===== src/rtl/conv3d_same_pad_leaky_relu_unit_assert.svh =====
// assertion macros used by the convolution unit controller
`ifndef CONV3D_SAME_PAD_LEAKY_RELU_UNIT_ASSERT_SVH
`define CONV3D_SAME_PAD_LEAKY_RELU_UNIT_ASSERT_SVH

// property that must hold at every clock edge out of reset
`define C3D_ASSERT(label, prop, msg) \
  label: assert property (@(posedge clk_i) disable iff (!rst_ni) (prop)) else $error(msg);

// implication checked on the next edge
`define C3D_ASSERT_NEXT(label, ante, cons, msg) \
  label: assert property (@(posedge clk_i) disable iff (!rst_ni) (ante) |=> (cons)) \
    else $error(msg);

`endif


===== src/rtl/c3d_pkg.sv =====
// types and constants shared by the convolution unit
`timescale 1ns / 1ps
`default_nettype none
package c3d_pkg;

  typedef enum logic [1:0] {
    CMD_WR_TAP  = 2'd0,
    CMD_WR_BIAS = 2'd1,
    CMD_WR_VOX  = 2'd2,
    CMD_COMPUTE = 2'd3
  } cmd_e;

  typedef enum logic [2:0] {
    REG_IN_HEIGHT = 3'd0,
    REG_IN_WIDTH  = 3'd1,
    REG_IN_DEPTH  = 3'd2,
    REG_IN_CH     = 3'd3,
    REG_FILT_H    = 3'd4,
    REG_FILT_W    = 3'd5,
    REG_FILT_D    = 3'd6,
    REG_OUT_CH    = 3'd7
  } reg_idx_e;

  typedef enum logic [2:0] {
    ST_IDLE,
    ST_BIAS,
    ST_MAC,
    ST_DRAIN,
    ST_ROUND,
    ST_OUT
  } state_e;

  localparam int unsigned CfgIdxW = 4;
  localparam int unsigned AccW    = 48;

  // controller -> datapath
  typedef struct packed {
    logic clr_acc;    // load accumulator with bias term
    logic mac_en;     // accumulate product of read data
    logic tap_valid;  // current tap addresses a voxel inside the volume
    logic round_en;   // form activated result
    logic zero_res;   // out-of-range request gives zero
  } dp_cmd_t;

endpackage
`default_nettype wire


===== src/rtl/c3d_if.sv =====
// valid/ready channels of the convolution unit
`timescale 1ns / 1ps
`default_nettype none
interface c3d_in_if;
  logic        valid;
  logic        ready;
  logic [1:0]  command;
  logic [2:0]  chan;
  logic [2:0]  depth_pos;
  logic [4:0]  row_pos;
  logic [4:0]  col_pos;
  logic signed [15:0] value;
  modport source (output valid, command, chan, depth_pos, row_pos, col_pos, value,
                  input ready);
  modport sink (input valid, command, chan, depth_pos, row_pos, col_pos, value,
                output ready);
endinterface


interface c3d_cfg_if;
  logic        valid;
  logic        ready;
  logic [3:0]  index;
  logic [7:0]  data;
  modport source (output valid, index, data, input ready);
  modport sink (input valid, index, data, output ready);
endinterface
`default_nettype wire


===== src/rtl/c3d_ctrl.sv =====
// sequencer: command decode, loop counters, handshakes
`timescale 1ns / 1ps
`default_nettype none
module c3d_ctrl
  import c3d_pkg::*;
#(
  parameter int unsigned MaxRows = 32,
  parameter int unsigned MaxCols = 32,
  parameter int unsigned MaxDepth = 8,
  parameter int unsigned MaxInCh = 4,
  parameter int unsigned MaxOutCh = 8,
  parameter int unsigned MaxTap = 5,
  localparam int unsigned VoxDepth = MaxInCh * MaxDepth * MaxRows * MaxCols,
  localparam int unsigned TapDepth = MaxOutCh * MaxTap * MaxTap * MaxTap,
  localparam int unsigned VoxAw = $clog2(VoxDepth),
  localparam int unsigned TapAw = $clog2(TapDepth),
  localparam int unsigned BiasAw = $clog2(MaxOutCh)
) (
  input  wire logic       clk_i,
  input  wire logic       rst_ni,
  c3d_in_if.sink          in_if,
  c3d_cfg_if.sink         cfg_if,
  output logic            out_valid_o,
  input  wire logic       out_ready_i,
  output logic            vox_we_o,
  output logic [VoxAw-1:0] vox_addr_o,
  output logic            tap_we_o,
  output logic [TapAw-1:0] tap_addr_o,
  output logic            bias_we_o,
  output logic [BiasAw-1:0] bias_addr_o,
  output dp_cmd_t         cmd_o
);
  `include "conv3d_same_pad_leaky_relu_unit_assert.svh"

  state_e state_q, state_d;
  logic [5:0] ih_q, iw_q;
  logic [3:0] id_q, oc_q;
  logic [2:0] ic_q, fh_q, fw_q, fd_q;
  // clamped sizes
  logic [9:0] ih, iw, id, ic, fh, fw, fd, oc, pad;

  // request latched at acceptance
  logic [2:0] ch_q;
  logic [9:0] d_q, r_q, c_q;
  logic [9:0] z_q, kd_q, kr_q, kc_q, z_d, kd_d, kr_d, kc_d;
  logic       oor_q, oor_d;
  logic [2:0] drain_q, drain_d;
  logic signed [11:0] vd, vr, vc;
  logic last_tap;
  logic acc_in, acc_cfg;

  function automatic logic [9:0] clamp(input logic [9:0] v, input int unsigned hi);
    if (v == 10'd0) return 10'd1;
    if (v > 10'(hi)) return 10'(hi);
    return v;
  endfunction

  assign ih = clamp(10'(ih_q), MaxRows);
  assign iw = clamp(10'(iw_q), MaxCols);
  assign id = clamp(10'(id_q), MaxDepth);
  assign ic = clamp(10'(ic_q), MaxInCh);
  assign fh = clamp(10'(fh_q), MaxTap);
  assign fw = clamp(10'(fw_q), MaxTap);
  assign fd = clamp(10'(fd_q), MaxTap);
  assign oc = clamp(10'(oc_q), MaxOutCh);
  assign pad = (fh - 10'd1) >> 1;

  assign acc_in  = in_if.valid & in_if.ready;
  assign acc_cfg = cfg_if.valid & cfg_if.ready;
  assign cfg_if.ready = 1'b1;
  assign in_if.ready = (state_q == ST_IDLE);

  always_ff @(posedge clk_i or negedge rst_ni) begin
    if (!rst_ni) begin
      ih_q <= 6'd32; iw_q <= 6'd32; id_q <= 4'd8; ic_q <= 3'd1;
      fh_q <= 3'd3;  fw_q <= 3'd3;  fd_q <= 3'd3; oc_q <= 4'd1;
    end else if (acc_cfg && cfg_if.index < CfgIdxW'(8)) begin
      unique case (reg_idx_e'(cfg_if.index[2:0]))
        REG_IN_HEIGHT: ih_q <= cfg_if.data[5:0];
        REG_IN_WIDTH:  iw_q <= cfg_if.data[5:0];
        REG_IN_DEPTH:  id_q <= cfg_if.data[3:0];
        REG_IN_CH:     ic_q <= cfg_if.data[2:0];
        REG_FILT_H:    fh_q <= cfg_if.data[2:0];
        REG_FILT_W:    fw_q <= cfg_if.data[2:0];
        REG_FILT_D:    fd_q <= cfg_if.data[2:0];
        REG_OUT_CH:    oc_q <= cfg_if.data[3:0];
        default: ;
      endcase
    end
  end

  always_ff @(posedge clk_i) begin
    if (acc_in) begin
      ch_q <= in_if.chan;
      d_q  <= 10'(in_if.depth_pos);
      r_q  <= 10'(in_if.row_pos);
      c_q  <= 10'(in_if.col_pos);
    end
  end

  assign vd = $signed({2'b0, d_q}) + $signed({2'b0, kd_q}) - $signed({2'b0, pad});
  assign vr = $signed({2'b0, r_q}) + $signed({2'b0, kr_q}) - $signed({2'b0, pad});
  assign vc = $signed({2'b0, c_q}) + $signed({2'b0, kc_q}) - $signed({2'b0, pad});
  assign last_tap = (kc_q == fw - 10'd1) && (kr_q == fh - 10'd1) &&
                    (kd_q == fd - 10'd1) && (z_q == ic - 10'd1);

  // write address decode in idle, tap/voxel walk during mac
  always_comb begin
    vox_we_o = 1'b0; tap_we_o = 1'b0; bias_we_o = 1'b0;
    bias_addr_o = BiasAw'(in_if.chan);
    vox_addr_o = VoxAw'(((32'(in_if.chan) * MaxDepth + 32'(in_if.depth_pos)) * MaxRows
                 + 32'(in_if.row_pos)) * MaxCols + 32'(in_if.col_pos));
    tap_addr_o = TapAw'(((32'(in_if.chan) * MaxTap + 32'(in_if.depth_pos)) * MaxTap
                 + 32'(in_if.row_pos)) * MaxTap + 32'(in_if.col_pos));
    if (state_q == ST_IDLE) begin
      if (acc_in) begin
        unique case (cmd_e'(in_if.command))
          CMD_WR_TAP: tap_we_o = (32'(in_if.chan) < MaxOutCh) &&
            (32'(in_if.depth_pos) < MaxTap) && (32'(in_if.row_pos) < MaxTap) &&
            (32'(in_if.col_pos) < MaxTap);
          CMD_WR_BIAS: bias_we_o = 32'(in_if.chan) < MaxOutCh;
          CMD_WR_VOX: vox_we_o = (32'(in_if.chan) < MaxInCh) &&
            (32'(in_if.depth_pos) < MaxDepth) && (32'(in_if.row_pos) < MaxRows) &&
            (32'(in_if.col_pos) < MaxCols);
          CMD_COMPUTE: ;
          default: ;
        endcase
      end
    end else begin
      bias_addr_o = BiasAw'(ch_q);
      vox_addr_o = VoxAw'(((32'(z_q) * MaxDepth + 32'(vd[9:0])) * MaxRows
                   + 32'(vr[9:0])) * MaxCols + 32'(vc[9:0]));
      tap_addr_o = TapAw'(((32'(ch_q) * MaxTap + 32'(kd_q)) * MaxTap
                   + 32'(kr_q)) * MaxTap + 32'(kc_q));
    end
  end

  always_ff @(posedge clk_i or negedge rst_ni) begin
    if (!rst_ni) begin
      state_q <= ST_IDLE;
      z_q <= '0; kd_q <= '0; kr_q <= '0; kc_q <= '0;
      oor_q <= 1'b0; drain_q <= '0;
    end else begin
      state_q <= state_d;
      z_q <= z_d; kd_q <= kd_d; kr_q <= kr_d; kc_q <= kc_d;
      oor_q <= oor_d; drain_q <= drain_d;
    end
  end

  always_comb begin
    state_d = state_q;
    z_d = z_q; kd_d = kd_q; kr_d = kr_q; kc_d = kc_q;
    oor_d = oor_q; drain_d = drain_q;
    cmd_o = '0;
    cmd_o.zero_res = oor_q;
    cmd_o.tap_valid = !vd[11] && !vr[11] && !vc[11] && (vd[9:0] < id) &&
                      (vr[9:0] < ih) && (vc[9:0] < iw);
    out_valid_o = 1'b0;
    unique case (state_q)
      ST_IDLE: begin
        if (acc_in && cmd_e'(in_if.command) == CMD_COMPUTE) begin
          oor_d = (10'(in_if.chan) >= oc) || (10'(in_if.depth_pos) >= id) ||
                  (10'(in_if.row_pos) >= ih) || (10'(in_if.col_pos) >= iw);
          z_d = '0; kd_d = '0; kr_d = '0; kc_d = '0;
          state_d = ST_BIAS;
        end
      end
      // bias read data arrives this cycle
      ST_BIAS: begin
        cmd_o.clr_acc = 1'b1;
        state_d = oor_q ? ST_ROUND : ST_MAC;
      end
      ST_MAC: begin
        cmd_o.mac_en = 1'b1;
        if (last_tap) begin
          drain_d = 3'd0;
          state_d = ST_DRAIN;
        end else if (kc_q != fw - 10'd1) begin
          kc_d = kc_q + 10'd1;
        end else begin
          kc_d = '0;
          if (kr_q != fh - 10'd1) begin
            kr_d = kr_q + 10'd1;
          end else begin
            kr_d = '0;
            if (kd_q != fd - 10'd1) begin
              kd_d = kd_q + 10'd1;
            end else begin
              kd_d = '0;
              z_d = z_q + 10'd1;
            end
          end
        end
      end
      // read, product and accumulate stages empty out
      ST_DRAIN: begin
        drain_d = drain_q + 3'd1;
        if (drain_q == 3'd2) state_d = ST_ROUND;
      end
      ST_ROUND: begin
        cmd_o.round_en = 1'b1;
        state_d = ST_OUT;
      end
      ST_OUT: begin
        out_valid_o = 1'b1;
        if (out_ready_i) state_d = ST_IDLE;
      end
      default: state_d = ST_IDLE;
    endcase
  end

  `C3D_ASSERT(a_ready_idle, in_if.ready == (state_q == ST_IDLE), "ready outside idle")
  `C3D_ASSERT(a_one_write, $onehot0({vox_we_o, tap_we_o, bias_we_o}), "two stores written")
  `C3D_ASSERT_NEXT(a_round_out, state_q == ST_ROUND, out_valid_o, "result not presented")
endmodule
`default_nettype wire

===== src/flat_wrapper.sv =====
// flat-port wrapper written by rule: the top's interface ports become plain ports
module c3d_ctrl_flat import c3d_pkg::*;
#(
  parameter int unsigned MaxRows = 32,
  parameter int unsigned MaxCols = 32,
  parameter int unsigned MaxDepth = 8,
  parameter int unsigned MaxInCh = 4,
  parameter int unsigned MaxOutCh = 8,
  parameter int unsigned MaxTap = 5,
  localparam int unsigned VoxDepth = MaxInCh * MaxDepth * MaxRows * MaxCols,
  localparam int unsigned TapDepth = MaxOutCh * MaxTap * MaxTap * MaxTap,
  localparam int unsigned VoxAw = $clog2(VoxDepth),
  localparam int unsigned TapAw = $clog2(TapDepth),
  localparam int unsigned BiasAw = $clog2(MaxOutCh)
)
  (clk_i, rst_ni, out_valid_o, out_ready_i, vox_we_o, vox_addr_o, tap_we_o, tap_addr_o, bias_we_o, bias_addr_o, cmd_o, in_if_valid, in_if_command, in_if_chan, in_if_depth_pos, in_if_row_pos, in_if_col_pos, in_if_value, in_if_ready, cfg_if_valid, cfg_if_index, cfg_if_data, cfg_if_ready);
  c3d_in_if in_if_i ();
  c3d_cfg_if cfg_if_i ();
  input  wire logic clk_i;
  input  wire logic rst_ni;
  output logic out_valid_o;
  input  wire logic out_ready_i;
  output logic vox_we_o;
  output logic [VoxAw-1:0] vox_addr_o;
  output logic tap_we_o;
  output logic [TapAw-1:0] tap_addr_o;
  output logic bias_we_o;
  output logic [BiasAw-1:0] bias_addr_o;
  output dp_cmd_t cmd_o;
  input wire logic [$bits(in_if_i.valid)-1:0] in_if_valid;
  input wire logic [$bits(in_if_i.command)-1:0] in_if_command;
  input wire logic [$bits(in_if_i.chan)-1:0] in_if_chan;
  input wire logic [$bits(in_if_i.depth_pos)-1:0] in_if_depth_pos;
  input wire logic [$bits(in_if_i.row_pos)-1:0] in_if_row_pos;
  input wire logic [$bits(in_if_i.col_pos)-1:0] in_if_col_pos;
  input wire logic [$bits(in_if_i.value)-1:0] in_if_value;
  output wire logic [$bits(in_if_i.ready)-1:0] in_if_ready;
  input wire logic [$bits(cfg_if_i.valid)-1:0] cfg_if_valid;
  input wire logic [$bits(cfg_if_i.index)-1:0] cfg_if_index;
  input wire logic [$bits(cfg_if_i.data)-1:0] cfg_if_data;
  output wire logic [$bits(cfg_if_i.ready)-1:0] cfg_if_ready;
  assign in_if_i.valid = in_if_valid;
  assign in_if_i.command = in_if_command;
  assign in_if_i.chan = in_if_chan;
  assign in_if_i.depth_pos = in_if_depth_pos;
  assign in_if_i.row_pos = in_if_row_pos;
  assign in_if_i.col_pos = in_if_col_pos;
  assign in_if_i.value = in_if_value;
  assign in_if_ready = in_if_i.ready;
  assign cfg_if_i.valid = cfg_if_valid;
  assign cfg_if_i.index = cfg_if_index;
  assign cfg_if_i.data = cfg_if_data;
  assign cfg_if_ready = cfg_if_i.ready;
  c3d_ctrl #(.MaxRows(MaxRows), .MaxCols(MaxCols), .MaxDepth(MaxDepth), .MaxInCh(MaxInCh), .MaxOutCh(MaxOutCh), .MaxTap(MaxTap)) u_core (.clk_i(clk_i), .rst_ni(rst_ni), .in_if(in_if_i), .cfg_if(cfg_if_i), .out_valid_o(out_valid_o), .out_ready_i(out_ready_i), .vox_we_o(vox_we_o), .vox_addr_o(vox_addr_o), .tap_we_o(tap_we_o), .tap_addr_o(tap_addr_o), .bias_we_o(bias_we_o), .bias_addr_o(bias_addr_o), .cmd_o(cmd_o));
endmodule

===== config.mk =====
export PLATFORM = sky130hd
export DESIGN_NAME = c3d_ctrl_flat
export DESIGN_NICKNAME = d
export VERILOG_FILES = /design/src/rtl/c3d_pkg.sv /design/src/rtl/c3d_if.sv /design/src/rtl/c3d_ctrl.sv /design/src/flat_wrapper.sv
export VERILOG_INCLUDE_DIRS = /design/src /design/src/rtl
export SDC_FILE = /design/constraint.sdc
export NUM_CORES = 1
export LEC_CHECK = 0
export ABC_AREA = 0
export BUFFER_PORTS_ARGS = -buffer_cell sky130_fd_sc_hd__clkbuf_2
export CORE_MARGIN = 5
export CORE_UTILIZATION = 56
export DETAILED_ROUTE_END_ITERATION = 12
export GPL_TIMING_DRIVEN = 0
export PLACE_DENSITY_LB_ADDON = 0.1
export SLEW_MARGIN = 15
export SYNTH_ARGS = -nofsm -noshare
export SYNTH_HDL_FRONTEND = slang
export SYNTH_SLANG_ARGS = --single-unit

===== constraint.sdc =====
create_clock -name clk_i -period 11 [get_ports clk_i]
set_input_delay 1.65 -clock clk_i [delete_from_list [all_inputs] [get_ports clk_i]]
set_output_delay 1.65 -clock clk_i [all_outputs]
set_load 0.01 [all_outputs]

---- Yosys cells after proc, flatten, opt, wreduce, memory -nomap -nowiden ----
Cells that the tools add are included.
word-level totals
  word-level logic and storage cells ...... 248
  input bits .............................. 51
  register bits ........................... 95
cells by class
  bitwise operators ....................... 1
  $lt $le $gt $ge ......................... 20
  muxes and demuxes ....................... 98
  add/subtract/negate cells ............... 27
  multipliers ............................. 6
  reductions and logical operators ........ 46
  equality and inequality tests ........... 31
operators by type and width
  kind                                                                  count
  10-bit two-way mux                                                    47
  10-bit case mux with 2 select lines                                   4
  32-bit by 3-bit multiplier with 10-bit output, second input constant  2
  32-bit by 3-bit multiplier with 32-bit output, second input constant  2
  10-bit by 1-bit adder with 10-bit output, second input constant       4
  10-bit == test                                                        4
  10-bit by 1-bit subtractor with 10-bit output, second input constant  4
  1-bit two-way mux                                                     37
  32-bit by 10-bit adder with 32-bit output                             1
  32-bit by 5-bit adder with 32-bit output                              1
  10-bit less-than comparator                                           3
  10-bit inequality test                                                3
  12-bit by 10-bit subtractor with 12-bit output                        2
  5-bit by 10-bit adder with 11-bit output                              2
  3-bit two-way mux                                                     7
  10-bit adder                                                          2
  10-bit by 5-bit adder with 10-bit output                              2
  3-bit by 10-bit greater-or-equal comparator with 1-bit output         2
  5-bit by 10-bit greater-or-equal comparator with 1-bit output         2
  2-bit AND reduction                                                   10
  3-bit == test, second input constant                                  6
  3-bit zero test                                                       6
  3-bit case mux with 6 select lines                                    1
  15-bit by 10-bit adder with 15-bit output                             1
  35 further kinds                                                      74

---- Logic depth before layout (Yosys ltp) ----
  depth after elaboration ................. 13
  gate-level depth with buffers ........... 29

---- Least setup slack after synthesis ----
Ideal clock, no wire load.
  path type ............................... input port to output port
  from .................................... in in_if_chan[0]
  to ...................................... out tap_addr_o[9]
  data required time ...................... 9.350 ns
  buffers on the path ..................... 0
  stages on the path ...................... 20
  data arrival time ....................... 6.518 ns
  path slack .............................. 2.832 ns
  cells stage by stage .................... ha_1 -> ha_1 -> fa_1 -> xor2_1 -> ha_1 -> fa_1 -> ha_1 -> nor2b_1 -> o21a_1 -> o21ai_0 -> nand2_1 -> o311ai_0 -> ha_1 -> ha_1 -> ha_1 -> o21ai_0 -> nand2b_1 -> a21oi_1 -> xnor2_1 -> mux2i_1
between the ends
  word-level cells in the longest chain between the ends .. 7
RTL lines
  item                                           line                source
  start: declaration                             flat_wrapper.sv:32  input wire logic [$bits(in_if_i.chan)-1:0] in_if_chan;
  3-bit by 3-bit multiplier with 6-bit output    c3d_ctrl.sv:113     tap_addr_o = TapAw'(((32'(in_if.chan) * MaxTap + 32'(in_if.depth_pos)) * MaxTap
  6-bit by 3-bit adder with 7-bit output         c3d_ctrl.sv:113
  32-bit by 3-bit multiplier with 32-bit output  c3d_ctrl.sv:113
  32-bit by 5-bit adder with 32-bit output       c3d_ctrl.sv:114     + 32'(in_if.row_pos)) * MaxTap + 32'(in_if.col_pos));
  32-bit by 3-bit multiplier with 10-bit output  c3d_ctrl.sv:114
  10-bit by 5-bit adder with 10-bit output       c3d_ctrl.sv:114
  10-bit two-way mux                             c3d_ctrl.sv:115     if (state_q == ST_IDLE) begin
  end: declaration                               flat_wrapper.sv:26  output logic [TapAw-1:0] tap_addr_o;
No other way between the ends.

---- Worst setup path after layout ----
  from .................................... in in_if_chan[0]
  to ...................................... out tap_addr_o[8]
Same word-level chain as after synthesis.

==> impl_metrics.json <==
{
  "status": "finished, final reports clean",
  "min_period_over_period": 0.799,
  "grt-busiest-layer": "met2",
  "grtUsageMet1": 0.352,
  "port_buffers": 70,
  "finalHoldViolations": 0,
  "netlist.top_cell.by_area": "ha_1",
  "synth_top_family_by_area": "adder cells",
  "rsz0062_at_grt": "no",
  "synth_seq_area_share": 0.232,
  "holdCritStartpoint": "u_core.id_q[0]",
  "worst_slew_pin_slew_ns": 1.09,
  "r2r-start": "u_core.fh_q[1]",
  "synthFlopType": "dfrtp_1",
  "r2r-end": "u_core.state_q[0]",
  "coreArea_um2": 18700,
  "cts_made_buffers": 9,
  "wl_per_cell_um": 17.1,
  "crit_type": "input pin to output pin",
  "cts_hold_buffers": 0,
  "yosys-top-cells-area": "ha_1, dfrtp_1, xnor2_1",
  "overflow": 0,
  "start_util": 0.570,
  "initialDrtViolationCount": 670,
  "place_area_um2": 11400,
  "vias": 8611,
  "synthAdderAreaFrac": 0.286,
  "clkSinkCount": 95,
  "grt_pass1_vias": 8344,
  "area_delta_synth_final_pct": 9.56,
  "synthCells": 1183,
  "yosysUniqueCellTypes": 76,
  "cp-start-kind": "input pin",
  "drt_wl_total_mm": 25.9,
  "clock_skew_ns": 0.0101,
  "detailed_place_hpwl_mm": 21.5,
  "max_cap_viol_count": 0,
  "synth_commonest_cells": "ha_1, inv_1, nor2_1",
  "synth_top_area_share": 0.225,
  "htreeDepth": 3,
  "r2r_cells": 11,
  "cts-root-buf": "clkbuf_16",
  "track_usage": 0.246,
  "drt_pass1_iterations": 5,
  "syn_area_per_cell_um2": 9.01,
  "crit_path_end_kind": "output pin",
  "grt.met3_usage": 0.0353,
  "antenna_found_initial": 0,
  "drc_errors": 0,
  "grt_pass1_wl_mm": 42.8,
  "die_w_um": 148,
  "ys_ff_latch": 95,
  "viasPerCell": 5.70,
  "dieArea_um2": 21900,
  "setup_viol": 0,
  "grtUsageMet2": 0.396,
  "die-height_um": 148,
  "post_cts_buffers": 0,
  "place_congestion": 0.910,
  "drive_gt1_frac": 0.122,
  "hp-class": "flip-flop to flip-flop",
  "timing.critical_path.fanout_max": 5,
  "syn_area_um2": 10700,
  "clockBufferDepth": 2,
  "muxShareOfSynthArea": 0.0364,
  "hold_path_depth": 1,
  "required_ns": 9.35,
  "synth_compound_area_frac": 0.131,
  "synth-xor-area-share": 0.103,
  "clk_latency_ns": 0.36,
  "cp.arrival_ns": 7.14,
  "synth_edf_count": 16,
  "synth.most_common_cell": "ha_1",
  "post_cts_resized": 0,
  "drtAntennaViolNets": 0,
  "ioPinCount": 90,
  "layout.nets": 1548,
  "min_period_ns": 8.79,
  "grt_start_max_net_pins": 41,
  "yosys_warnings": 0,
  "ff2ff_setup_slack_ns": 6.96,
  "min_to": "u_core.id_q[0]",
  "setup_tns_ns": 0,
  "clkSlewWorstSetupHoldPaths_ns": 0.08,
  "final-max-slew-violation-count": 0,
  "synth-simple-area-share": 0.154,
  "synth_async_sr_flop_share": 0.832,
  "clock.fmax_ghz": 0.114,
  "rows": 50,
  "cts_tree": "done",
  "design_area_um2": 11700,
  "diodes": 0,
  "slew-limit-headroom": 0.266
}
[how the worst max path moves through the flow]
stage                  startpoint  slack [ns]             to  cells past startpoint
floorplan           in_if_chan[0]        2.83  tap_addr_o[9]                     20
global placement    in_if_chan[0]        2.16  tap_addr_o[8]                     22
detailed placement  in_if_chan[0]        2.14  tap_addr_o[8]                     22
CTS                 in_if_chan[0]        2.11  tap_addr_o[8]                     22
global route        in_if_chan[0]        1.78  tap_addr_o[8]                     22
finish              in_if_chan[0]        2.21  tap_addr_o[8]                     22
[metal layers]
metal	wire length (um)	up-vias
met4	556	0
li1	-	4294
met1	12100	4064
met5	0	-
met2	11800	220
met3	1460	33
[layout by cell type (no fill, tap or decap), types with 32 or more instances in the layout]
cell / Yosys / routed
inv_1: 133 / 133
xnor2_1: 87 / 87
dfrtp_1: 68 / 68
nor2_1: 91 / 91
ha_1: 192 / 192
a21oi_1: 65 / 65
nand2_1: 74 / 74
xor2_1: 36 / 36
clkbuf_2: 1 / 70
o21ai_0: 64 / 64
fa_1: 32 / 32
[final cells by class]
cell class / instances / area (um^2)
plain buffers: 22 / 108
clock buffers: 9 / 225
clock inverters: 7 / 97.6
fillers: 1656 / 7030
inverters: 134 / 503
multi-input cells: 940 / 7600
flip-flops and latches: 95 / 2470
well taps: 234 / 293
repair buffers: 71 / 373
[cells by family (layout without fill, tap and decap cells)]
| family | count (synthesis) | in the layout |
|---|---|---|
| xor+xnor | 124 | 124 |
| compound gates | 221 | 221 |
| other cells | 2 | 10 |
| buf+inv | 156 | 243 |
| simple gates | 326 | 326 |
| mux | 35 | 35 |
| flops | 95 | 95 |
| fa+ha+maj | 224 | 224 |
[per-stage QoR]
step / hold slack [ns] / utilization / instances / worst slack (ns)
2_1_floorplan: 0.479 / - / 1191 / 2.83
5_1_grt: 0.537 / 0.624 / 1512 / 1.78
3_3_place_gp: 0.496 / 0.606 / 1495 / 2.16
3_5_place_dp: 0.497 / 0.607 / 1496 / 2.14
6_report: 0.513 / 0.624 / 1512 / 2.21
4_1_cts: 0.515 / 0.624 / 1512 / 2.11
[state kept, by name, indices dropped and copies added, names as in the netlist]
signal	flops
u_core.oor_q	1
u_core.d_q	3
u_core.c_q	5
u_core.iw_q	6
u_core.drain_q	3
u_core.fw_q	3
u_core.kr_q	10
u_core.ic_q	3
u_core.z_q	10
u_core.fh_q	3
u_core.kc_q	10
u_core.ch_q	3
u_core.oc_q	4
u_core.r_q	5
u_core.ih_q	6
u_core.id_q	4
u_core.kd_q	10
u_core.fd_q	3
u_core.state_q	3
[worst max-delay path, cell delays in order]
cell and delay (ns):
clkbuf_2 0.15, ha_1 0.31, ha_1 0.32, fa_1 0.46, xor2_1 0.24, ha_1 0.28
fa_1 0.46, ha_1 0.34, nor2b_1 0.14, o21a_1 0.18, o21ai_0 0.24, nand2_1 0.08
o311ai_0 0.50, ha_1 0.34, ha_1 0.30, ha_1 0.35, nand2_1 0.07, o21ai_0 0.18
xor2_1 0.23, nand2_1 0.07, o21ai_0 0.10, clkbuf_2 0.16
Power is not shown: default switching activity piles up to over one toggle a cycle in this logic, so the estimate is an artifact.
